===== src/design/rhp_pkg.sv =====
// ----------------------------------------------------------------------------
// rhp_pkg
// Shared constants, register codes and the job record passed from the
// front end to the back end of the ranked history predictor.
// ----------------------------------------------------------------------------
package rhp_pkg;

   localparam int MAX_HISTORY = 8;
   localparam int MAX_COORDS  = 4096;
   localparam int COORD_BITS  = 16;

   localparam int SLOT_BITS   = (MAX_HISTORY > 1) ? $clog2(MAX_HISTORY) : 1;
   localparam int POS_BITS    = (MAX_COORDS > 1) ? $clog2(MAX_COORDS) : 1;
   localparam int DEPTH_BITS  = $clog2(MAX_HISTORY + 1);
   localparam int LEN_BITS    = $clog2(MAX_COORDS + 1);
   localparam int ROW_W       = MAX_HISTORY * COORD_BITS;

   localparam int DEPTH_W     = 4;
   localparam int LENGTH_W    = 13;
   localparam int CSR_W       = 13;
   localparam int RAW_W       = 16;
   localparam int RANK_W      = 3;
   localparam int RES_W       = 17;
   localparam int DIFF_W      = ((COORD_BITS > RES_W) ? COORD_BITS : RES_W) + 1;

   localparam int REQ_W       = 40;
   localparam int RSP_W       = 16;
   localparam int RSP_USER_W  = 2;

   localparam int USER_FROM_HISTORY = 0;
   localparam int USER_FAULT        = 1;

   localparam logic [DEPTH_W-1:0]  DEPTH_RESET  = DEPTH_W'(2);
   localparam logic [LENGTH_W-1:0] LENGTH_RESET = LENGTH_W'(1);

   typedef enum logic [0:0] {
      CSR_HISTORY_DEPTH = 1'b0,
      CSR_FRAME_LENGTH  = 1'b1
   } csr_index_type;

   typedef struct packed {
      logic [POS_BITS-1:0]   pos;
      logic [SLOT_BITS-1:0]  wslot;
      logic [SLOT_BITS-1:0]  rank;
      logic [DEPTH_BITS-1:0] depth;
      logic                  full;
      logic                  last;
      logic                  rank_fault;
      logic [RAW_W-1:0]      raw;
      logic signed [RES_W-1:0] residual;
   } rhp_job_type;

endpackage


===== src/design/rhp_front.sv =====
// ----------------------------------------------------------------------------
// rhp_front
// Configuration registers and frame bookkeeping. Classifies each accepted
// word (fill or predict, write slot, clamped rank, end of frame) into a job.
// ----------------------------------------------------------------------------
module rhp_front (
   input  logic                        clock,
   input  logic                        reset,
   input  logic                        csr_we,
   input  logic [0:0]                  csr_index,
   input  logic [rhp_pkg::CSR_W-1:0]   csr_wdata,
   input  logic                        accept,
   input  logic [rhp_pkg::RAW_W-1:0]   raw_value,
   input  logic [rhp_pkg::RANK_W-1:0]  rank,
   input  logic signed [rhp_pkg::RES_W-1:0] residual,
   output rhp_pkg::rhp_job_type        job
);

   logic [rhp_pkg::DEPTH_W-1:0]    depth_ff, depth_in;
   logic [rhp_pkg::LENGTH_W-1:0]   length_ff, length_in;
   logic [rhp_pkg::POS_BITS-1:0]   pos_ff, pos_in;
   logic [rhp_pkg::DEPTH_BITS-1:0] held_ff, held_in;
   logic [rhp_pkg::SLOT_BITS-1:0]  oldest_ff, oldest_in;

   logic [rhp_pkg::DEPTH_BITS-1:0] d_eff;
   logic [rhp_pkg::LEN_BITS-1:0]   len_eff;
   logic [rhp_pkg::POS_BITS-1:0]   pos_use;
   logic                           full;
   logic                           last;

   always_comb begin
      if (depth_ff == '0) begin
         d_eff = rhp_pkg::DEPTH_BITS'(1);
      end else if (int'(depth_ff) > rhp_pkg::MAX_HISTORY) begin
         d_eff = rhp_pkg::DEPTH_BITS'(rhp_pkg::MAX_HISTORY);
      end else begin
         d_eff = rhp_pkg::DEPTH_BITS'(depth_ff);
      end
      if (length_ff == '0) begin
         len_eff = rhp_pkg::LEN_BITS'(1);
      end else if (int'(length_ff) > rhp_pkg::MAX_COORDS) begin
         len_eff = rhp_pkg::LEN_BITS'(rhp_pkg::MAX_COORDS);
      end else begin
         len_eff = rhp_pkg::LEN_BITS'(length_ff);
      end
   end

   always_comb begin
      pos_use = (rhp_pkg::LEN_BITS'(pos_ff) >= len_eff) ? '0 : pos_ff;
      full    = (held_ff >= d_eff);
      last    = ((rhp_pkg::LEN_BITS'(pos_use) + rhp_pkg::LEN_BITS'(1)) >= len_eff);

      job.pos        = pos_use;
      job.depth      = d_eff;
      job.full       = full;
      job.last       = last;
      job.raw        = raw_value;
      job.residual   = residual;
      job.wslot      = full ? oldest_ff : rhp_pkg::SLOT_BITS'(held_ff);
      if (int'(rank) >= int'(d_eff)) begin
         job.rank       = rhp_pkg::SLOT_BITS'(d_eff - rhp_pkg::DEPTH_BITS'(1));
         job.rank_fault = full;
      end else begin
         job.rank       = rhp_pkg::SLOT_BITS'(rank);
         job.rank_fault = 1'b0;
      end
   end

   always_comb begin
      depth_in  = depth_ff;
      length_in = length_ff;
      pos_in    = pos_ff;
      held_in   = held_ff;
      oldest_in = oldest_ff;
      if (csr_we) begin
         if (csr_index == rhp_pkg::CSR_HISTORY_DEPTH) begin
            depth_in = csr_wdata[rhp_pkg::DEPTH_W-1:0];
         end else begin
            length_in = csr_wdata[rhp_pkg::LENGTH_W-1:0];
         end
         pos_in    = '0;
         held_in   = '0;
         oldest_in = '0;
      end else if (accept) begin
         if (last) begin
            pos_in = '0;
            if (full) begin
               if ((int'(oldest_ff) + 1) >= int'(d_eff)) begin
                  oldest_in = '0;
               end else begin
                  oldest_in = oldest_ff + rhp_pkg::SLOT_BITS'(1);
               end
            end else begin
               held_in = held_ff + rhp_pkg::DEPTH_BITS'(1);
            end
         end else begin
            pos_in = pos_use + rhp_pkg::POS_BITS'(1);
         end
      end
   end

   always_ff @(posedge clock) begin
      if (reset) begin
         depth_ff  <= rhp_pkg::DEPTH_RESET;
         length_ff <= rhp_pkg::LENGTH_RESET;
         pos_ff    <= '0;
         held_ff   <= '0;
         oldest_ff <= '0;
      end else begin
         depth_ff  <= depth_in;
         length_ff <= length_in;
         pos_ff    <= pos_in;
         held_ff   <= held_in;
         oldest_ff <= oldest_in;
      end
   end

endmodule


===== config.mk =====
export PLATFORM = sky130hd
export DESIGN_NAME = rhp_front
export DESIGN_NICKNAME = d
export VERILOG_FILES = /design/src/design/rhp_pkg.sv /design/src/design/rhp_front.sv
export SDC_FILE = /design/constraint.sdc
export NUM_CORES = 1
export LEC_CHECK = 0
export ABC_CLOCK_PERIOD_IN_PS = 4400
export BUFFER_PORTS_ARGS = -buffer_cell sky130_fd_sc_hd__buf_2
export CAP_MARGIN = 25
export CORE_MARGIN = 5
export CORE_UTILIZATION = 35
export DETAILED_ROUTE_END_ITERATION = 8
export PLACE_DENSITY = 0.69
export SETUP_SLACK_MARGIN = 0.05
export SYNTH_ARGS = -nofsm -noshare
export SYNTH_HDL_FRONTEND = slang
export SYNTH_SLANG_ARGS = --single-unit

===== constraint.sdc =====
create_clock -name clock -period 4.4 [get_ports clock]
set_input_delay 0.44 -clock clock [delete_from_list [all_inputs] [get_ports clock]]
set_output_delay 0.44 -clock clock [all_outputs]
set_load 0.005 [all_outputs]

==> flow_summary.yaml, run 1 <==
setup_path:
  cp-start-kind: "flop"
  worst-endpoint-required_ns: 3.96
  crit_family: "compound AO/OA/AOI/OAI gates"
  timing.rr.start: "length_ff[12]$_SDFFE_PP0P_"
  cp_slowest_stage_delay_ns: 0.34
  worstPathArrival_ns: 3.91
  slowest_stage: "dfxtp_1"
  cp-end-kind: "output port"
  crit_fanout: 12
  timing.critical_path.buf_inv: 3
  worst-setup-path-type: "flop to output port"
  crit_chain: "inv_4 -> nand2_1 -> ha_1 -> a21o_1 -> a21oi_2 -> o211a_1 -> a221o_1 -> and2_4 -> ha_4 -> nand2_4 -> nor2_1 -> nor2b_1 -> o21a_1 -> ha_1 -> a21o_1 -> a221oi_2 -> o211ai_1 -> a21oi_4 -> inv_2 -> buf_6"
  rr_endpoint: "held_ff[3]$_SDFFE_PP0P_"
  worstRegToRegCells: 20
  reg2reg_slack_ns: 0.14
worst_hold_path:
  min_path_cells: 3
  holdPathEnd: "length_ff[6]$_SDFFE_PP0P_"
  holdCritPathClass: "input pin to flop"
  hp-start: "csr_wdata[6]"
sta:
  fin_skew_ns: 0.0124
  finalCriticalPeriod_ns: 4.35
  rsz0062_at_grt: "yes"
  timing.fmax_ghz: 0.230
  slew_violations: 0
  setup_viol: 0
  max_slew.worst_pin.slew_ns: 0.646
  holdWs_ns: 0.380
  hold_violations: 0
  timing.final.crit_share_pct: 98.8
  setup_ws_ns: 0.0530
  worst_slew_margin_rel_pct: 56.9
yosys:
  synthArstFlopShare_pct: 0
  syn_area_um2: 3070
  synth_fp_nets: 503
  yosysSeqAreaShare_pct: 23.5
  yosys_warnings: 0
  synth_flop_cell: "dfxtp_1"
  synth_edf_count: 0
  ys_types: 40
  avgSynthCellArea_um2: 7.50
  synth_cells: 409
  synth_seq_cells: 36
clock_network:
  postCtsHoldBufs: 0
  cts.sinks: 36
  clk-insertion-delay-late_ns: 0.30
  path_clk_slew_ns: 0.08
  h-tree-depth: 2
  root_buffer: "clkbuf_8"
  cts_tree: "yes"
  cts_max_path_buffers: 2
  numCtsBuffers: 5
placed_design:
  place_area_um2: 3210
  gp_congestion: 0.829
  dp_hpwl_mm: 5.99
  pre_cts_ws_ns: 0.0647
  io_buffers: 45
routing:
  dr_total_vias: 2872
  totalWireLength_mm: 7.93
  ant_nets: 0
  drtIter0Drc: 106
  remaining_drc_errors: 0
  via_per_inst: 5.26
  routedWlPerCell_um: 14.5
  drt-pass1-iter-count: 4
die:
  rows: 34
  core_area_um2: 8640
  dieArea_um2: 10700
  die_x_um: 104
  start_util_pct: 35.5
  io_pins: 112
  die_y_um: 104
power_and_ir_drop:
  ir_drop_mv: 0.126
  p_int_uw: 601
  p_seq_share_pct: 39.9
  clkPwrFrac_pct: 34.8
  p_comb_share_pct: 25.3
  powerDensity_nw_per_um2: 242
  leakagePower_uw: 0.00167
  p_switching_uw: 261
  power_switching_share_pct: 30.3
flow_run:
  cap_violations: 0
global_route:
  grt_overflow: 0
  grt_pass1_wl_mm: 13.3
  antenna_found_initial: 0
  grt_pass1_vias: 2836
  grt_max_degree: 30
  grt.total_usage_pct: 14.5
finish:
  design_area_um2: 3570
  drive_gt1_share_pct: 25.1
  syn2layout_area_growth_pct: 16.3
  antennaDiodeCount: 0
  layout.nets: 531
outcome:
  status: "finished, final reports clean"
[placed cells by master, fill, tap and decap left out, drive strengths merged, types with 11 or more instances in the layout]
| master | n |
|---|---|
| ha | 40 |
| a21oi | 34 |
| nand3 | 13 |
| buf | 73 |
| and2 | 19 |
| inv | 12 |
| dfxtp | 36 |
| nand2 | 84 |
| nor2 | 16 |
| nand4 | 11 |
[worst min-delay path, cell delays in order]
cell,delay [ns]
buf_2,0.10
nand2_1,0.05
a21oi_1,0.05
[sequential cells by signal (all words and copies together) (netlist names)]
name,flops
depth_ff,4
held_ff,4
oldest_ff,3
pos_ff,12
length_ff,13
[cell families after synthesis]
group | synth area share (%)
compound gates | 16.9
buf+inv | 12.2
mux | 1.96
fa+ha+maj | 16.3
flops | 23.5
simple gates | 27.9
xor+xnor | 1.14
[Yosys cell counts, types with 3 or more instances]
cell / count / area share [%]
a211oi_1: 3 / 0.73
a21o_1: 10 / 2.4
a21oi_1: 32 / 5.2
a31oi_1: 5 / 1.0
and2_1: 19 / 3.9
and3_1: 3 / 0.61
buf_2: 3 / 0.49
buf_4: 35 / 8.6
clkbuf_1: 13 / 1.6
dfxtp_1: 36 / 24
ha_1: 40 / 16
inv_1: 11 / 1.3
mux2i_1: 6 / 2.0
nand2_1: 84 / 10
nand2b_1: 6 / 1.2
nand3_1: 13 / 2.1
nand4_1: 11 / 2.2
nor2_1: 16 / 2.0
nor2b_1: 7 / 1.4
nor3_1: 9 / 1.5
nor4_1: 5 / 1.0
o211ai_1: 8 / 2.0
o21a_1: 9 / 2.2
o21ai_0: 5 / 0.82
[power by group through the flow]
stage / clock, µW / combinational [µW] / sequential (µW)
4_1_cts: 302 / 209 / 343
3_3_place_gp: 0 / 178 / 350
6_report: 300 / 218 / 343
5_1_grt: 312 / 242 / 345
2_1_floorplan: 0 / 156 / 348
3_5_place_dp: 0 / 182 / 350
[how the worst max path moves through the flow]
stage | cells after the start | startpoint | end | slack (ns)
after global placement | 22 | length_ff[5]$_SDFFE_PP0P_ | job[34] | 0.24
after floorplan | 24 | length_ff[12]$_SDFFE_PP0P_ | job[34] | 0.07
after detailed placement | 20 | length_ff[12]$_SDFFE_PP0P_ | job[34] | 0.06
after CTS | 22 | length_ff[1]$_SDFFE_PP0P_ | job[34] | 0.04
final | 20 | length_ff[12]$_SDFFE_PP0P_ | job[34] | 0.05
after global routing | 22 | length_ff[7]$_SDFFE_PP0P_ | job[34] | -0.17
[metal layers]
| metal | track usage, % | vias to the layer above | routed length [µm] |
|---|---|---|---|
| li1 | - | 1443 | - |
| met1 | 18.6 | 1347 | 3710 |
| met2 | 23.6 | 72 | 3670 |
| met3 | 3.23 | 10 | 439 |
| met4 | 5.44 | 0 | 110 |
| met5 | 0 | - | 0 |
[area by class of cell]
class | count | area, µm²
clock buffer | 5 | 68.8
clock inverter | 3 | 42.5
fill | 868 | 5070
inverter | 12 | 47.5
multi-input combinational | 309 | 2100
sequential | 36 | 724
tap | 108 | 135
timing repair buffer | 73 | 445
[metrics by stage]
| stage | total power (µW) | setup TNS (ns) | util [%] | instances |
|---|---|---|---|---|
| global placement | 528 | 0 | 37.2 | 524 |
| CTS | 854 | 0 | 40.5 | 544 |
| detailed placement | 532 | 0 | 37.2 | 524 |
| finish | 862 | 0 | 41.3 | 546 |
| floorplan | 503 | 0 | - | 409 |
| global route | 898 | -0.314 | 41.3 | 546 |
[what timing repair did]
| action | 4_1_cts | 5_1_grt |
|---|---|---|
| gates resized for setup | 17 | 10 |
| setup buffers | 12 | 2 |
| pin swaps | 16 | 13 |
| endpoints found under the setup margin | 2 | 14 |
Power figures use the tool's default switching activity.
==> run 2, diff against run 1 <==
ABC_CLOCK_PERIOD_IN_PS = 4000   (was 4400)
CELL_PAD_IN_SITES_DETAIL_PLACEMENT = 1   (was default)
CELL_PAD_IN_SITES_GLOBAL_PLACEMENT = 1   (was default)
PLACE_DENSITY = 0.87   (was 0.69)
clock period = 4 ns   (was 4.4 ns; I/O delays follow)
==> flow_summary.yaml, run 2 (synthesized netlist as in run 1, its figures left out) <==
routing:
  ant_nets: 0
  drt-pass1-iter-count: 4
  drtIter0Drc: 155
  dr_total_vias: 3334
  remaining_drc_errors: 0
  totalWireLength_mm: 12.3
  routedWlPerCell_um: 20.8
  via_per_inst: 5.66
clock_network:
  h-tree-depth: 2
  cts_max_path_buffers: 2
  cts.sinks: 36
  clk-insertion-delay-late_ns: 0.30
  cts_tree: "yes"
  path_clk_slew_ns: 0.08
  numCtsBuffers: 5
  postCtsHoldBufs: 0
  root_buffer: "clkbuf_8"
sta:
  worst_slew_margin_rel_pct: 49.2
  finalCriticalPeriod_ns: 4.70
  rsz0062_at_grt: "yes"
  slew_violations: 0
  setup_ws_ns: -0.699
  setup_viol: 20
  holdWs_ns: 0.344
  hold_violations: 0
  timing.fmax_ghz: 0.213
  timing.final.crit_share_pct: 117
  fin_skew_ns: 0.0233
  max_slew.worst_pin.slew_ns: 0.760
die:
  core_area_um2: 8640
  dieArea_um2: 10700
  die_x_um: 104
  die_y_um: 104
  rows: 34
  start_util_pct: 35.5
  io_pins: 112
global_route:
  antenna_found_initial: 0
  grt_pass1_vias: 3587
  grt.total_usage_pct: 21.7
  grt_overflow: 0
  grt_pass1_wl_mm: 19.2
  grt_max_degree: 34
finish:
  largest_reg_flops: 13
  top_register: "length_ff"
  final_core_util_pct: 46.6
  drive_gt1_share_pct: 34.7
  antennaDiodeCount: 0
  layout_common_cells: "78 x nand2_1, 64 x buf_4, 44 x buf_2, 34 x ha_1, 33 x dfxtp_1"
  top_regs: "length_ff: 13 flops, pos_ff: 12 flops"
  layout.nets: 574
  syn2layout_area_growth_pct: 31.2
  mostFrequentLayoutCell: "nand2_1"
  fin_cells: 589
power_and_ir_drop:
  ir_drop_mv: 0.139
  powerDensity_nw_per_um2: 260
  leakagePower_uw: 0.00189
  fin_total_pwr_uw: 1040
placed_design:
  dp_hpwl_mm: 7.48
  io_buffers: 45
  dpl.cell_count: 558
  gp_congestion: 0.847
flow_run:
  cap_violations: 0
outcome:
  violations: "negative setup slack"
  status: "finished, violations left"
setup_path:
  cp-start-kind: "flop"
  worstPathArrival_ns: 4.30
  worst-endpoint-required_ns: 3.60
  worst-setup-path-type: "flop to output port"
  cp-end-kind: "output port"
  crit_fanout: 3
worst_hold_path:
  holdCritPathClass: "input pin to flop"
run 2: cell types whose count changed in the layout (fill, tap and decap cells not counted), sizes merged:
cell,previous run,this run
buf,73,115
clkbuf,5,6
clkinvlp,1,0
inv,12,13
run 2: layout make-up:
| cell class | count | area [µm²] |
|---|---|---|
| Multi-Input combinational cell | 309 | 2220 |
| Fill cell | 1073 | 4610 |
| Timing Repair Buffer | 115 | 783 |
| Timing Repair inverter | 1 | 3.75 |
| Clock buffer | 6 | 72.6 |
| Tap cell | 108 | 135 |
| Sequential cell | 36 | 724 |
| Clock inverter | 2 | 35.0 |
| Inverter | 12 | 50.0 |
run 2: per-layer routing:
metal	GRT usage, %	routed length (µm)
met1	25.9	4940
met2	37.9	6070
met3	4.60	751
met4	7.97	498
met5	0	0
run 2: metrics by stage:
step	instance area, µm²	worst slack, ns	TNS, ns
finish	4020	-0.699	-8.98
global placement	3540	-0.0443	-0.0566
floorplan	3180	-0.164	-0.984
CTS	3940	-0.276	-0.864
global route	4020	-0.856	-12.47
detailed placement	3540	-0.343	-4.42
run 2: path summary, 6_finish.rpt:
path                                  start                    endpoint  slack (ns)  cells after the start
setup / recovery  length_ff[6]$_SDFFE_PP0P_                     job[34]       -0.70                     21
hold / removal                csr_wdata[11]  length_ff[11]$_SDFFE_PP0P_        0.34                      3
setup reg to reg  length_ff[6]$_SDFFE_PP0P_     held_ff[3]$_SDFFE_PP0P_       -0.68                     23
hold reg to reg    depth_ff[0]$_SDFFE_PP0P_    depth_ff[0]$_SDFFE_PP0P_        0.47                      2
run 2: critical path: stages, from the launching register on:
cell and delay (ns):
dfxtp_2 0.34, nor4_2 0.28, a31oi_1 0.12, nor2_1 0.17
ha_1 0.17, nor2b_1 0.04, o21ai_1 0.15, nand4_1 0.18
a221o_1 0.43, and2_4 0.20, ha_4 0.17, nand2_4 0.09
nor2_4 0.05, nor2b_2 0.17, o21a_1 0.18, ha_4 0.22
a21o_1 0.20, a221oi_4 0.29, o211ai_1 0.19, a21oi_4 0.18
inv_2 0.08, buf_6 0.12
run 2: timing repair:
item,in CTS,in global routing
endpoints found under the setup margin,20,20
gates cloned,1,0
resized for setup,28,12
setup buffers,18,4
pin swaps,18,23
run 2: report_power, final:
part | internal (µW) | total, µW | switching (µW)
combinational | 153 | 328 | 176
sequential | 368 | 377 | 9.14
clock | 186 | 339 | 153
==> run 3, diff against run 2 <==
BUFFER_PORTS_ARGS = -buffer_cell sky130_fd_sc_hd__buf_4   (was -buffer_cell sky130_fd_sc_hd__buf_2)
PLACE_DENSITY = 0.84   (was 0.87)
==> flow_summary.yaml, run 3 (synthesized netlist as in run 1, its figures left out) <==
sta:
  slew_violations: 0
  fin_skew_ns: 0.0122
  max_slew.worst_pin.slew_ns: 0.768
  setup_viol: 20
  timing.final.crit_share_pct: 115
  setup_ws_ns: -0.593
  timing.fmax_ghz: 0.218
  hold_violations: 0
  finalCriticalPeriod_ns: 4.59
  worst_slew_margin_rel_pct: 48.5
  rsz0062_at_grt: "yes"
finish:
  layout_common_cells: "98 x buf_4, 78 x nand2_1, 33 x ha_1, 32 x dfxtp_1, 28 x a21oi_1"
  drive_gt1_share_pct: 33.0
  syn2layout_area_growth_pct: 30.6
  mostFrequentLayoutCell: "buf_4"
  top_register: "length_ff"
  fin_cells: 574
  layout.nets: 560
  antennaDiodeCount: 0
  design_area_um2: 4010
  largest_reg_flops: 13
  top_regs: "length_ff: 13 flops, pos_ff: 12 flops"
setup_path:
  cp-start-kind: "flop"
  cp-end-kind: "output port"
  cp_slowest_stage_delay_ns: 0.40
  startpoint: "length_ff[5]$_SDFFE_PP0P_"
  crit_chain: "nor4_4 -> a31oi_1 -> nor2_1 -> ha_1 -> nor2b_1 -> o21ai_1 -> nand4_1 -> a221o_1 -> and2_4 -> ha_4 -> nand2_4 -> nor3_4 -> nor2b_1 -> o21a_1 -> ha_4 -> and2_4 -> a221oi_2 -> o211ai_1 -> a21oi_4 -> inv_2 -> buf_4"
  worst-setup-path-type: "flop to output port"
  crit_fanout: 4
  worstPathArrival_ns: 4.19
  worst-endpoint-required_ns: 3.60
  timing.rr.start: "length_ff[5]$_SDFFE_PP0P_"
  slowest_stage: "a221o_1"
die:
  start_util_pct: 35.5
  io_pins: 112
  dieArea_um2: 10700
  core_area_um2: 8640
  rows: 34
  die_x_um: 104
  die_y_um: 104
routing:
  drtIter0Drc: 133
  routedWlPerCell_um: 18.9
  via_per_inst: 5.38
  totalWireLength_mm: 10.9
  drt-pass1-iter-count: 4
  dr_total_vias: 3088
  remaining_drc_errors: 0
  ant_nets: 0
clock_network:
  root_buffer: "clkbuf_8"
  cts_max_path_buffers: 2
  cts.sinks: 36
  numCtsBuffers: 5
  cts_tree: "yes"
  path_clk_slew_ns: 0.07
  clk-insertion-delay-late_ns: 0.31
  postCtsHoldBufs: 0
  h-tree-depth: 2
power_and_ir_drop:
  powerDensity_nw_per_um2: 238
  leakagePower_uw: 0.00184
  ir_drop_mv: 0.132
placed_design:
  pre_cts_ws_ns: -0.359
  dpl.cell_count: 559
  gp_congestion: 0.836
  io_buffers: 45
  place_area_um2: 3660
  dp_hpwl_mm: 7.54
global_route:
  grt_max_degree: 23
  antenna_found_initial: 0
  grt_pass1_wl_mm: 17.1
  grt_pass1_vias: 3413
  grt.total_usage_pct: 18.9
  grt_overflow: 0
worst_hold_path:
  hp-start: "csr_wdata[1]"
  holdCritPathClass: "input pin to flop"
outcome:
  status: "finished, violations left"
  violations: "negative setup slack"
flow_run:
  cap_violations: 0
## run 3: cell count changes in the layout (fill, tap and decap cells not counted), moves of 2 or more
cell	change
buf_2	-44
buf_4	+34
buf_6	-3
nand3_2	-2
## run 3: what timing repair did
action	in CTS	in global routing
gates resized for setup	22	19
pin swaps	20	24
endpoints found under the hold margin	0	0
endpoints found under the setup margin	20	20
buffers inserted	5	3
## run 3: area by class of cell
class / instances / area [µm²]
fillers: 1066 / 4630
multi-input cells: 309 / 2230
repair buffers: 102 / 785
flip-flops and latches: 36 / 726
well taps: 108 / 135
clock buffers: 6 / 72.6
inverters: 12 / 50.0
clock inverters: 1 / 5.00
## run 3: critical path, delay by kind of cell (launching register included)
kind            cells  cell delay, ns
simple gates        9            1.30
compound gates      7            1.51
fa+ha+maj           3            0.54
buf+inv             2            0.21
flops               1            0.34
## run 3: where the power goes
part / internal [µW] / switching [µW] / total, µW
registers: 368 / 9.16 / 378
clock network: 119 / 148 / 267
logic: 145 / 165 / 310
total: 632 / 322 / 954
## run 3: layer usage
metal  track usage [%]  vias up  wire length (µm)
met4              6.28        0               243
met3              3.73       26               461
met2              33.1       75              5380
met5                 0        -                 0
li1                  -     1496                 -
met1              22.9     1491              4770
## run 3: through the flow
stage	total power (µW)	setup TNS [ns]	utilization, %	hold slack (ns)
global route	1000	-11.89	46.4	0.332
detailed placement	638	-3.67	42.4	0.452
finish	954	-7.70	46.4	0.332
global placement	622	-0.118	42.4	0.452
floorplan	559	-0.984	-	0.437
CTS	931	-1.61	45.1	0.330
## run 3: final timing paths
check	to	slack, ns	cells after the start
worst min register to register	depth_ff[0]$_SDFFE_PP0P_	0.46	2
worst max-delay path	job[34]	-0.59	21
worst max register to register	held_ff[2]$_SDFFE_PP0P_	-0.53	25
worst min-delay path	depth_ff[1]$_SDFFE_PP1P_	0.33	3
