## src/design/rhp_pkg.sv

```systemverilog
// ----------------------------------------------------------------------------
// rhp_pkg
// Shared constants, register codes and the job record passed from the
// front end to the back end of the ranked history predictor.
// ----------------------------------------------------------------------------
package rhp_pkg;

   localparam int MAX_HISTORY = 8;
   localparam int MAX_COORDS  = 4096;
   localparam int COORD_BITS  = 16;

   localparam int SLOT_BITS   = (MAX_HISTORY > 1) ? $clog2(MAX_HISTORY) : 1;
   localparam int POS_BITS    = (MAX_COORDS > 1) ? $clog2(MAX_COORDS) : 1;
   localparam int DEPTH_BITS  = $clog2(MAX_HISTORY + 1);
   localparam int LEN_BITS    = $clog2(MAX_COORDS + 1);
   localparam int ROW_W       = MAX_HISTORY * COORD_BITS;

   localparam int DEPTH_W     = 4;
   localparam int LENGTH_W    = 13;
   localparam int CSR_W       = 13;
   localparam int RAW_W       = 16;
   localparam int RANK_W      = 3;
   localparam int RES_W       = 17;
   localparam int DIFF_W      = ((COORD_BITS > RES_W) ? COORD_BITS : RES_W) + 1;

   localparam int REQ_W       = 40;
   localparam int RSP_W       = 16;
   localparam int RSP_USER_W  = 2;

   localparam int USER_FROM_HISTORY = 0;
   localparam int USER_FAULT        = 1;

   localparam logic [DEPTH_W-1:0]  DEPTH_RESET  = DEPTH_W'(2);
   localparam logic [LENGTH_W-1:0] LENGTH_RESET = LENGTH_W'(1);

   typedef enum logic [0:0] {
      CSR_HISTORY_DEPTH = 1'b0,
      CSR_FRAME_LENGTH  = 1'b1
   } csr_index_type;

   typedef struct packed {
      logic [POS_BITS-1:0]   pos;
      logic [SLOT_BITS-1:0]  wslot;
      logic [SLOT_BITS-1:0]  rank;
      logic [DEPTH_BITS-1:0] depth;
      logic                  full;
      logic                  last;
      logic                  rank_fault;
      logic [RAW_W-1:0]      raw;
      logic signed [RES_W-1:0] residual;
   } rhp_job_type;

endpackage

```

## src/design/rhp_queue.sv

```systemverilog
// ----------------------------------------------------------------------------
// rhp_queue
// Two-entry job queue between the front end and the back end.
// ----------------------------------------------------------------------------
module rhp_queue (
   input  logic                 clock,
   input  logic                 reset,
   input  logic                 push,
   input  rhp_pkg::rhp_job_type push_job,
   output logic                 not_full,
   input  logic                 pop,
   output logic                 not_empty,
   output rhp_pkg::rhp_job_type head_job
);

   rhp_pkg::rhp_job_type entry_ff [2];
   logic       wr_ptr_ff, wr_ptr_in;
   logic       rd_ptr_ff, rd_ptr_in;
   logic [1:0] count_ff, count_in;

   assign not_full  = (count_ff != 2'd2);
   assign not_empty = (count_ff != 2'd0);
   assign head_job  = entry_ff[rd_ptr_ff];

   always_comb begin
      wr_ptr_in = push ? ~wr_ptr_ff : wr_ptr_ff;
      rd_ptr_in = pop ? ~rd_ptr_ff : rd_ptr_ff;
      count_in  = count_ff + {1'b0, push} - {1'b0, pop};
   end

   always_ff @(posedge clock) begin
      if (push) begin
         entry_ff[wr_ptr_ff] <= push_job;
      end
      if (reset) begin
         wr_ptr_ff <= 1'b0;
         rd_ptr_ff <= 1'b0;
         count_ff  <= 2'd0;
      end else begin
         wr_ptr_ff <= wr_ptr_in;
         rd_ptr_ff <= rd_ptr_in;
         count_ff  <= count_in;
      end
   end

endmodule

```

## config.mk

```make
export PLATFORM = sky130hd
export DESIGN_NAME = rhp_queue
export DESIGN_NICKNAME = d
export VERILOG_FILES = /design/src/design/rhp_pkg.sv /design/src/design/rhp_queue.sv
export SDC_FILE = /design/constraint.sdc
export NUM_CORES = 1
export LEC_CHECK = 0
export ABC_AREA = 1
export ABC_CLOCK_PERIOD_IN_PS = 3200
export CAP_MARGIN = 5
export CELL_PAD_IN_SITES_DETAIL_PLACEMENT = 0
export CELL_PAD_IN_SITES_GLOBAL_PLACEMENT = 1
export CORE_MARGIN = 2
export CORE_UTILIZATION = 47
export CTS_CLUSTER_SIZE = 12
export DETAILED_ROUTE_END_ITERATION = 6
export DONT_BUFFER_PORTS = 1
export HOLD_SLACK_MARGIN = 0.08
export PLACE_DENSITY = 0.79
export SLEW_MARGIN = 40
export SYNTH_ARGS = -nofsm -noshare
export SYNTH_HDL_FRONTEND = slang
export SYNTH_SLANG_ARGS = --single-unit
```

## constraint.sdc

```tcl
create_clock -name clock -period 3.2 [get_ports clock]
set_clock_uncertainty 0.2 [all_clocks]
set_input_delay 0.16 -clock clock [delete_from_list [all_inputs] [get_ports clock]]
set_output_delay 0.16 -clock clock [all_outputs]
set_load 0.02 [all_outputs]
```

==> results of run 1 <==
## stage by stage
step | power, W | util | std cells | area [um2] | hold WS, ns
3_5_place_dp | 0.00224 | 0.506 | 340 | 4680 | 0.0294
2_1_floorplan | 0.00218 | - | 211 | 4490 | 0.0312
6_report | 0.00429 | 0.644 | 436 | 5950 | 0.114
3_3_place_gp | 0.00222 | 0.502 | 338 | 4640 | 0.0252
4_1_cts | 0.00434 | 0.643 | 435 | 5950 | 0.0806
5_1_grt | 0.00444 | 0.644 | 436 | 5950 | 0.0822
## flip-flops by register name, summed over array words and instances, names as in the netlist, named ones only
name / flops
entry_ff: 116
count_ff: 2
rd_ptr_ff: 1
wr_ptr_ff: 1
## placed cells by master (no fill, tap or decap), types with 2 or more instances in the layout
master / count
sky130_fd_sc_hd__edfxtp_1: 116
sky130_fd_sc_hd__dlygate4sd3_1: 63
sky130_fd_sc_hd__mux2_2: 38
sky130_fd_sc_hd__mux2_4: 20
sky130_fd_sc_hd__clkbuf_16: 16
sky130_fd_sc_hd__inv_1: 7
sky130_fd_sc_hd__nand2_1: 6
sky130_fd_sc_hd__nor2_1: 5
sky130_fd_sc_hd__bufinv_16: 5
sky130_fd_sc_hd__clkinvlp_4: 4
sky130_fd_sc_hd__dfxtp_1: 4
sky130_fd_sc_hd__buf_4: 4
sky130_fd_sc_hd__inv_6: 3
sky130_fd_sc_hd__ha_1: 2
sky130_fd_sc_hd__clkinv_1: 2
sky130_fd_sc_hd__buf_12: 2
## cell type report
| cell class | count | area, um2 |
|---|---|---|
| clock buffers | 17 | 414 |
| fillers | 636 | 3290 |
| clock inverters | 15 | 223 |
| multi-input cells | 76 | 830 |
| diodes | 1 | 2.50 |
| flip-flops and latches | 121 | 3590 |
| inverters | 8 | 30.0 |
| repair buffers | 69 | 701 |
| well taps | 129 | 161 |
## cells by family after synthesis
| family | share of synthesized area |
|---|---|
| buffers and inverters | 0.0176 |
| multiplexers | 0.162 |
| adder cells (fa/ha/maj) | 0.00558 |
| XOR/XNOR | 0.00195 |
| AND/OR/NAND/NOR | 0.0123 |
| flip-flops | 0.799 |
| AO/OA/AOI/OAI | 0.00112 |
## path summary, 6_finish.rpt
check | startpoint | to | slack [ns] | cells past startpoint
max | register | head_job[3] | 1.0 | 3
min | push_job[31] | entry_ff[0][31]$_DFFE_PP_ | 0.11 | 1
max reg2reg | count_ff[0]$_SDFF_PP0_ | count_ff[0]$_SDFF_PP0_ | 1.30 | 7
min reg2reg | rd_ptr_ff$_SDFFE_PP0P_ | rd_ptr_ff$_SDFFE_PP0P_ | 0.34 | 2
## report_power, final
group	internal, W	switching [W]	leakage, nW
clock	0.00135	0.000667	0.296
sequential	0.00183	0.0000291	1.13
combinational	0.000177	0.000239	0.681
total	0.00336	0.000935	2.11
## what timing repair did
action / 4_1_cts / 5_1_grt
endpoints found under the hold margin: 205 / 0
hold buffers: 63 / 0
gates resized for setup: 0 / 0
## routing by layer
layer / track usage / vias to the layer above / share of wire
met5: 0 / - / 0
met4: 0.0748 / 0 / 0.0049
met3: 0.0649 / 4 / 0.063
met2: 0.273 / 75 / 0.54
met1: 0.164 / 1054 / 0.39
li1: - / 991 / -
## worst max-delay path, stage by stage (launching register included)
cell	delay (ns)
sky130_fd_sc_hd__dfxtp_4	0.48
sky130_fd_sc_hd__buf_12	0.23
sky130_fd_sc_hd__buf_12	0.21
sky130_fd_sc_hd__mux2_2	0.42
==> out/metrics.yaml, run 1 <==
totalNegativeSetupSlack_ns: 0
maxCapViolations: 0
timing.final.ws_setup_ns: 0.998
post_cts_buffers: 0
timing.fmax_ghz: 0.454
ys_seq_elements: 121
yosys-top-cells-area: "sky130_fd_sc_hd__edfxtp_1, sky130_fd_sc_hd__mux2_2, sky130_fd_sc_hd__mux2_4"
drt-initial-drc-count: 134
numClockSinks: 121
synth_commonest_cells: "sky130_fd_sc_hd__edfxtp_1, sky130_fd_sc_hd__mux2_2, sky130_fd_sc_hd__mux2_4, sky130_fd_sc_hd__inv_1"
vias: 2124
most_repeated_cell_in_the_gate_level_netlist_after_synthesis: "sky130_fd_sc_hd__edfxtp_1"
grt_antenna_before_repair: 1
period_share: 0.688
clock_pin_slew_reported_for_the_worst_setup_and_hold_paths_after_clock_tree_synthesis_ns: 0.06
cp_data_arrival_time_ns: 1.84
grt_pass1_wl_mm: 11.7
numCtsBuffers: 17
routabilityCongestion: 0.674
die_x_um: 102
setup.worst_path.class: "reg2out"
h_tree_levels: 4
num_io_pins: 122
ys_warn_count: 0
finish.net_count: 357
globalRouteTotalUtil: 0.157
clock_tree.root_cell: "sky130_fd_sc_hd__clkbuf_8"
syn-num-nets: 275
clkLatencyLatePin_ns: 0.49
vias_in_the_first_global_route: 2317
min-delay-path-class: "in2reg"
critical_path.endpoint_type: "output pin"
worst-path-max-fanout: 23
max-vdd-ir-drop_mv: 0.420
detailed_place_hpwl_mm: 4.62
grt_max_degree: 34
post_synth_num_cell_types: 14
timing.final.hold_violations: 0
period_needed_ns: 2.20
syn_avg_cell_area_um2: 21.3
wl_mm: 7.61
cp_data_required_time_ns: 2.84
clock_tree.buffer_depth: 2
cellPowerDensity_nw_per_um2: 721
route.detailed.vias_per_inst: 4.87
syn_area_um2: 4480
design.core.area_um2: 9240
synthDominantCellAreaShare: 0.777
flow.area_growth_from_synthesis_pct: 32.6
power_leakage_nw: 2.11
die_height_um: 102
worst_slew_pin_slew_ns: 0.633
synthCells: 211
tritoncts: "yes"
start_util: 0.485
detail_route.drc_violations: 0
buffer_ports.inserted: 0
timing.final.setup_violations: 0
grt_overflow: 0
routed_wire_length_per_instance_um: 17.4
final_layout_size_suffix_gt1_frac: 0.317
post-place-ws_ns: 1.31
yosysTopAreaCell: "sky130_fd_sc_hd__edfxtp_1"
postRouteAntennaNets: 0
maxSlewHeadroom: 0.577
outcome: "complete, no violations"
floorplan.die_area_um2: 10300
ys_dominant_reg_cell: "sky130_fd_sc_hd__edfxtp_1"
count_of_pins_over_their_slew_limit: 0
rsz_0062_raised_after_global_routing: "no"
critPathLaunchType: "register"
first_pass_iters: 4
synth-seq-area-share: 0.799
rows: 35
asyncSetResetFlopFracSynth: 0
synth-edff-count: 116
Power figures use the tool's default switching activity.
==> run 2, diff against run 1 <==
--- a/config.mk
+++ b/config.mk
@@ -6,7 +6,7 @@
 export NUM_CORES = 1
 export LEC_CHECK = 0
 export ABC_AREA = 1
-export ABC_CLOCK_PERIOD_IN_PS = 3200
+export ABC_CLOCK_PERIOD_IN_PS = 1850
 export CAP_MARGIN = 5
 export CELL_PAD_IN_SITES_DETAIL_PLACEMENT = 0
 export CELL_PAD_IN_SITES_GLOBAL_PLACEMENT = 1
==> constraint.sdc (replaced) <==
create_clock -name clock -period 1.85 [get_ports clock]
set_clock_uncertainty 0.2 [all_clocks]
set_input_delay 0.0925 -clock clock [delete_from_list [all_inputs] [get_ports clock]]
set_output_delay 0.0925 -clock clock [all_outputs]
set_load 0.02 [all_outputs]
==> run 2 against run 1 <==
Effect of this change: the flow now stops in clock tree synthesis (4_1_cts); synthesized cell count stayed put; area after synthesis stayed put.
==> out/metrics.yaml, run 2 <==
num_io_pins: 122  # unchanged
die_height_um: 102  # unchanged
cts_resized: 1  # +1
synth-seq-area-share: 0.799  # unchanged
clock_tree.root_cell: "sky130_fd_sc_hd__clkbuf_8"
buffer_ports.inserted: 0  # unchanged
synth_commonest_cells: "sky130_fd_sc_hd__edfxtp_1, sky130_fd_sc_hd__mux2_2, sky130_fd_sc_hd__mux2_4, sky130_fd_sc_hd__inv_1"
syn-num-nets: 275  # unchanged
start_util: 0.485  # unchanged
synthDominantCellAreaShare: 0.777  # unchanged
asyncSetResetFlopFracSynth: 0  # unchanged
ys_dominant_reg_cell: "sky130_fd_sc_hd__edfxtp_1"
clock_tree.buffer_depth: 2  # unchanged
post_cts_buffers: 2  # +2
numClockSinks: 121  # unchanged
synth-edff-count: 116  # unchanged
synthCells: 211  # unchanged
routabilityCongestion: 0.683  # +1.4%
syn_avg_cell_area_um2: 21.3  # unchanged
h_tree_levels: 4  # unchanged
error_line: "[ERROR RSZ-0060] Max buffer count reached."
detailed_place_hpwl_mm: 4.55  # -1.5%
most_repeated_cell_in_the_gate_level_netlist_after_synthesis: "sky130_fd_sc_hd__edfxtp_1"
ys_warn_count: 0  # unchanged
syn_area_um2: 4480  # unchanged
flow.stopped_at: "clock tree synthesis (4_1_cts)"
ys_seq_elements: 121  # unchanged
numCtsBuffers: 17  # unchanged
outcome: "stopped before the end"
post-place-ws_ns: 0.375  # -0.934 ns
post_synth_num_cell_types: 14  # unchanged
cts-hold-fix-buffers: 101  # +60%
yosysTopAreaCell: "sky130_fd_sc_hd__edfxtp_1"
rows: 35  # unchanged
yosys-top-cells-area: "sky130_fd_sc_hd__edfxtp_1, sky130_fd_sc_hd__mux2_2, sky130_fd_sc_hd__mux2_4"
die_x_um: 102  # unchanged
-- run 2: cell counts after synthesis --
No cell type changed its count.
-- run 2: metrics by stage --
| step | std cells | hold slack, ns | cell area, um2 | utilization |
|---|---|---|---|---|
| after floorplan | 211 | -0.0363 | 4500 | - |
| after global placement | 340 | -0.0426 | 4730 | 0.512 |
| after detailed placement | 340 | -0.0367 | 4730 | 0.512 |
-- run 2: kinds of logic after synthesis --
logic type / Yosys count / synth area share
DFF: 121 / 0.799
buffers and inverters: 14 / 0.0176
AOI/OAI and AO/OA: 1 / 0.00112
xor gates and xnor gates: 1 / 0.00195
and+or+nand+nor: 14 / 0.0123
adders and majority gates: 2 / 0.00558
muxes: 58 / 0.162
==> run 3, diff against run 2 <==
==> config.mk (replaced) <==
export PLATFORM = sky130hd
export DESIGN_NAME = rhp_queue
export DESIGN_NICKNAME = d
export VERILOG_FILES = /design/src/design/rhp_pkg.sv /design/src/design/rhp_queue.sv
export SDC_FILE = /design/constraint.sdc
export NUM_CORES = 1
export LEC_CHECK = 0
export ABC_AREA = 1
export ABC_CLOCK_PERIOD_IN_PS = 2400
export CAP_MARGIN = 5
export CORE_MARGIN = 2
export CORE_UTILIZATION = 40
export DETAILED_ROUTE_END_ITERATION = 6
export DONT_BUFFER_PORTS = 1
export PLACE_DENSITY_LB_ADDON = 0.15
export SLEW_MARGIN = 40
export SYNTH_ARGS = -nofsm -noshare
export SYNTH_HDL_FRONTEND = slang
export SYNTH_SLANG_ARGS = --single-unit
==> constraint.sdc (replaced) <==
create_clock -name clock -period 2.4 [get_ports clock]
set_clock_uncertainty 0.2 [all_clocks]
set_input_delay 0.12 -clock clock [delete_from_list [all_inputs] [get_ports clock]]
set_output_delay 0.12 -clock clock [all_outputs]
set_load 0.02 [all_outputs]
==> run 3 against run 2 <==
Effect of this change: the run now ends clean.
==> out/metrics.yaml, run 3 (synthesized netlist as in run 1, its figures left out) <==
largest_reg_by_ff_count: "entry_ff"
rows: 38  # +8.6%
floorplan.die_area_um2: 12100
finish.net_count: 356
crit_end: "head_job[32]"
min-delay-path-class: "in2reg"
period_share: 0.849
final_core_util: 0.546
worst_hold_path.num_cells: 1
critical_path.reg2reg.endpoint: "count_ff[0]$_SDFF_PP0_"
antennaDiodeCount: 0
cts-hold-fix-buffers: 63  # -38%
grt_pass1_wl_mm: 10.8
route.detailed.vias_per_inst: 4.66
maxSlewHeadroom: 0.695
detailed_place_hpwl_mm: 4.42  # -2.9%
crit_path_top_delay_cell: "sky130_fd_sc_hd__dfxtp_4"
post_cts_buffers: 0  # -2
max-vdd-ir-drop_mv: 0.448
largest_register_ffs: 116
die_x_um: 110  # +8.1%
grt_max_degree: 60
routabilityCongestion: 0.623  # -8.8%
design.core.area_um2: 10900
cp_data_required_time_ns: 2.08
drt-initial-drc-count: 63
cp_data_arrival_time_ns: 1.72
worst-path-buf-inv: 1
grt_overflow: 0
grt_antenna_before_repair: 0
power_leakage_nw: 2.10
clkLatencyLatePin_ns: 0.49
cp.depth: 2
clock_tree.buffer_depth: 2  # unchanged
timing.fmax_ghz: 0.491
outcome: "complete, no violations"
die_height_um: 110  # +8.1%
first_pass_iters: 5
detail_route.drc_violations: 0
timing.final.hold_violations: 0
rsz_0062_raised_after_global_routing: "no"
postRouteAntennaNets: 0
count_of_pins_over_their_slew_limit: 0
routed_wire_length_per_instance_um: 16.7
period_needed_ns: 2.04
r2r-start: "count_ff[0]$_SDFF_PP0_"
start_util: 0.412  # -0.0734
cts_resized: 0  # -1
numCtsBuffers: 17  # unchanged
reg2reg_depth: 7
layout_common_cells: "sky130_fd_sc_hd__edfxtp_1, sky130_fd_sc_hd__dlygate4sd3_1, sky130_fd_sc_hd__mux2_2"
clock_tree.root_cell: "sky130_fd_sc_hd__clkbuf_8"
timing.final.setup_violations: 0
vias_in_the_first_global_route: 2223
wl_mm: 7.41
vias: 2073
buffer_ports.inserted: 0  # unchanged
cp_cell_sequence: "buf_12 -> mux2_2"
worst_slew_pin_slew_ns: 0.457
num_io_pins: 122  # unchanged
crit_family: "flip-flops"
numClockSinks: 121  # unchanged
final_common_cell: "sky130_fd_sc_hd__edfxtp_1"
largestRegisters: "entry_ff: 116 flops, count_ff: 2 flops"
critical_path.endpoint_type: "output pin"
timing.reg2reg.setup_slack_ns: 0.51
totalNegativeSetupSlack_ns: 0
maxCapViolations: 0
power.total_w: 0.00566
globalRouteTotalUtil: 0.125
h_tree_levels: 4  # unchanged
setup.worst_path.class: "reg2out"
clock_pin_slew_reported_for_the_worst_setup_and_hold_paths_after_clock_tree_synthesis_ns: 0.06
critPathMaxStageDelay_ns: 0.52
cellPowerDensity_nw_per_um2: 953
flow.area_growth_from_synthesis_pct: 32.4
tritoncts: "yes"
critPathLaunchType: "register"
final_layout_size_suffix_gt1_frac: 0.305
worst-path-max-fanout: 33
-- run 3: area by class of cell --
type / count / area (um2)
tap: 140 / 175
fill: 878 / 4950
sequential: 121 / 3590
timing repair buffer: 68 / 693
multi-input combinational: 76 / 830
inverter: 8 / 30.0
clock buffer: 20 / 425
clock inverter: 12 / 199
-- run 3: worst min-delay path by stage --
stage	start	end
after floorplan	reset	count_ff[0]$_SDFF_PP0_
after global placement	reset	count_ff[0]$_SDFF_PP0_
after detailed placement	reset	rd_ptr_ff$_SDFFE_PP0P_
after CTS	push_job[8]	entry_ff[0][8]$_DFFE_PP_
after global routing	push_job[9]	entry_ff[0][9]$_DFFE_PP_
final	push_job[23]	entry_ff[0][23]$_DFFE_PP_
-- run 3: report_power, final --
group          switching [W]  leakage, nW  internal (W)
Combinational       0.000315        0.675      0.000233
Sequential         0.0000388         1.13       0.00245
Clock               0.000840        0.294       0.00179
-- run 3: routing by layer --
metal  share of wire  GRT usage  vias up
li1                -          -      980
met1            0.40      0.135     1001
met2            0.52      0.212       84
met3           0.079     0.0528        8
met4          0.0096     0.0597        0
met5               0          0        -
-- run 3: stage by stage --
| stage | hold WS, ns | instance area [um2] | worst slack (ns) | std cells |
|---|---|---|---|---|
| after floorplan | -0.00878 | 4490 | 0.205 | 211 |
| after global placement | -0.00641 | 4680 | 0.843 | 350 |
| after detailed placement | -0.00274 | 4680 | 0.838 | 350 |
| after CTS | 0.0367 | 5940 | 0.296 | 445 |
| after global routing | 0.0402 | 5940 | 0.270 | 445 |
| final | 0.0716 | 5940 | 0.361 | 445 |
==> run 4, diff against run 3 <==
--- a/config.mk
+++ b/config.mk
@@ -6,7 +6,7 @@
 export NUM_CORES = 1
 export LEC_CHECK = 0
 export ABC_AREA = 1
-export ABC_CLOCK_PERIOD_IN_PS = 2400
+export ABC_CLOCK_PERIOD_IN_PS = 1800
 export CAP_MARGIN = 5
 export CORE_MARGIN = 2
 export CORE_UTILIZATION = 40
==> constraint.sdc (replaced) <==
create_clock -name clock -period 1.8 [get_ports clock]
set_clock_uncertainty 0.2 [all_clocks]
set_input_delay 0.09 -clock clock [delete_from_list [all_inputs] [get_ports clock]]
set_output_delay 0.09 -clock clock [all_outputs]
set_load 0.02 [all_outputs]
==> run 4 against run 3 <==
Effect of this change: the flow now finishes with violations (setup timing); final area rose by 5.0%; via count up 5.2%; utilization up 2.7 points; first-iteration DRC count fell by 4.8%; register-to-register slack got worse by 0.19 ns; hold slack got worse by 0.035 ns; flip-flop and latch count unchanged; clock-buffer cell count decreased by 1; critical path depth is the same; non-clock buffer count rose by 8; largest cell class unchanged; highest routed layer unchanged.
==> out/metrics.yaml, run 4 (synthesized netlist as in run 1, its figures left out) <==
cp_data_required_time_ns: 1.51  # -0.57 ns
postRouteAntennaNets: 0  # unchanged
rsz_0062_raised_after_global_routing: "yes"
largest_register_ffs: 116  # unchanged
final_layout_size_suffix_gt1_frac: 0.327  # +0.0220
worst_slew_pin_slew_ns: 0.343  # -0.114 ns
layout_common_cells: "sky130_fd_sc_hd__edfxtp_1, sky130_fd_sc_hd__dlygate4sd3_1, sky130_fd_sc_hd__mux2_4"
maxCapViolations: 0  # unchanged
final_common_cell: "sky130_fd_sc_hd__edfxtp_1"
post-place-ws_ns: 0.338  # -0.500 ns
grt_max_degree: 59  # -1.7%
stdcell_area_um2: 6240  # +5.0%
count_of_pins_over_their_slew_limit: 0  # unchanged
gr_util_met1: 0.151  # +0.0157
globalRouteTotalUtil: 0.138  # +0.0130
detailed_place_hpwl_mm: 4.31  # -2.5%
timing.fmax_ghz: 0.554
failing_checks: "setup timing"
timing.reg2reg.setup_slack_ns: 0.32  # -0.19 ns
critical_path.endpoint_type: "output pin"
detail_route.drc_violations: 0  # unchanged
numClockSinks: 121  # unchanged
grt_pass1_wl_mm: 11.8  # +9.0%
maxSlewHeadroom: 0.771  # +0.0760
power.total_w: 0.00739  # +31%
finish.net_count: 364  # +2.2%
timing.final.hold_violations: 0  # unchanged
placedInstanceArea_um2: 4700  # +0.43%
grt_antenna_before_repair: 0  # unchanged
route.detailed.vias_per_inst: 4.83  # +3.6%
first_pass_iters: 4  # -1
clock_pin_slew_reported_for_the_worst_setup_and_hold_paths_after_clock_tree_synthesis_ns: 0.06  # about the same
cellPowerDensity_nw_per_um2: 1190  # +24%
grt_overflow: 0  # unchanged
drt-initial-drc-count: 60  # -4.8%
clock_tree.buffer_depth: 2  # unchanged
min-delay-path-class: "in2reg"
buffer_ports.inserted: 0  # unchanged
wl_mm: 8.04  # +8.4%
floorplan.die_area_um2: 12100  # unchanged
design.core.area_um2: 10900  # unchanged
tritoncts: "yes"
routabilityCongestion: 0.672  # +7.8%
numCtsBuffers: 17  # unchanged
h_tree_levels: 4  # unchanged
ff_latch_area_um2: 3590  # about the same
period_needed_ns: 1.81
routed_wire_length_per_instance_um: 17.8  # +6.7%
flow.area_growth_from_synthesis_pct: 39.1
setup.worst_path.class: "reg2out"
die_x_um: 110  # unchanged
vias: 2181  # +5.2%
grt_use_met3: 0.0753  # +0.0225
max-vdd-ir-drop_mv: 0.618  # +38%
totalNegativeSetupSlack_ns: -0.0218  # -0.0218 ns
fill_count: 837  # -4.7%
vias_in_the_first_global_route: 2363  # +6.3%
power_leakage_nw: 2.31  # +10%
timing.final.ws_setup_ns: -0.00607  # -0.368 ns
largest_reg_by_ff_count: "entry_ff"
worst-path-max-fanout: 10  # -70%
clkLatencyLatePin_ns: 0.50  # about the same
antennaDiodeCount: 0  # unchanged
multi_input_area_um2: 975  # +17%
rows: 38  # unchanged
grtUsageMet2: 0.223  # +0.0105
num_io_pins: 122  # unchanged
outcome: "complete, but fails checks"
die_height_um: 110  # unchanged
timing.final.setup_violations: 5  # +5
period_share: 1.00
start_util: 0.412  # unchanged
cp_data_arrival_time_ns: 1.52  # -0.20 ns
grt.busiest_layer: "met2"
worst_slack_on_hold_paths_ns: 0.0370  # -0.0346 ns
critPathLaunchType: "register"
largestRegisters: "entry_ff: 116 flops, count_ff: 2 flops"
clock_tree.root_cell: "sky130_fd_sc_hd__clkbuf_8"
[run 4: power by group]
group / internal [W] / switching, W / leakage, nW / total [W]
Sequential: 0.00326 / 0.0000416 / 1.13 / 0.00330
Clock: 0.00206 / 0.00109 / 0.271 / 0.00315
Combinational: 0.000456 / 0.000479 / 0.912 / 0.000935
Total: 0.00578 / 0.00161 / 2.31 / 0.00739
[run 4: final cells by class]
cell class / count / area share
sequential: 121 / 0.575
multi-input combinational: 76 / 0.156
timing repair buffer: 76 / 0.146
clock buffer: 19 / 0.0676
tap: 140 / 0.0281
clock inverter: 12 / 0.0213
inverter: 8 / 0.00542
[run 4: final timing paths]
path / startpoint / end / depth (start not counted)
setup / recovery: register / head_job[21] / 2
hold / removal: push_job[3] / entry_ff[1][3]$_DFFE_PP_ / 1
setup reg to reg: count_ff[0]$_SDFF_PP0_ / count_ff[1]$_SDFF_PP0_ / 8
hold reg to reg: rd_ptr_ff$_SDFFE_PP0P_ / rd_ptr_ff$_SDFFE_PP0P_ / 2
[run 4: per-stage QoR]
stage,instances,util
3_5_place_dp,350,0.432
4_1_cts,450,0.568
3_3_place_gp,350,0.432
5_1_grt,452,0.573
6_report,452,0.573
2_1_floorplan,211,-
[run 4: critical path, stage by stage, from the launching register on]
cell                        delay, ns
sky130_fd_sc_hd__dfxtp_4         0.36
sky130_fd_sc_hd__bufbuf_16       0.30
sky130_fd_sc_hd__mux2_4          0.35
[run 4: timing repair]
item,4_1_cts,5_1_grt
hold endpoints to repair,237,0
cloned,4,2
endpoints found under the setup margin,58,58
hold buffers,62,0
resized for setup,46,1
buffers inserted,3,0
[run 4: layer usage]
metal  vias up  share of wire
li1        995              -
met1      1092           0.38
met2        84           0.51
met3        10          0.088
met4         0          0.015
met5         -              0
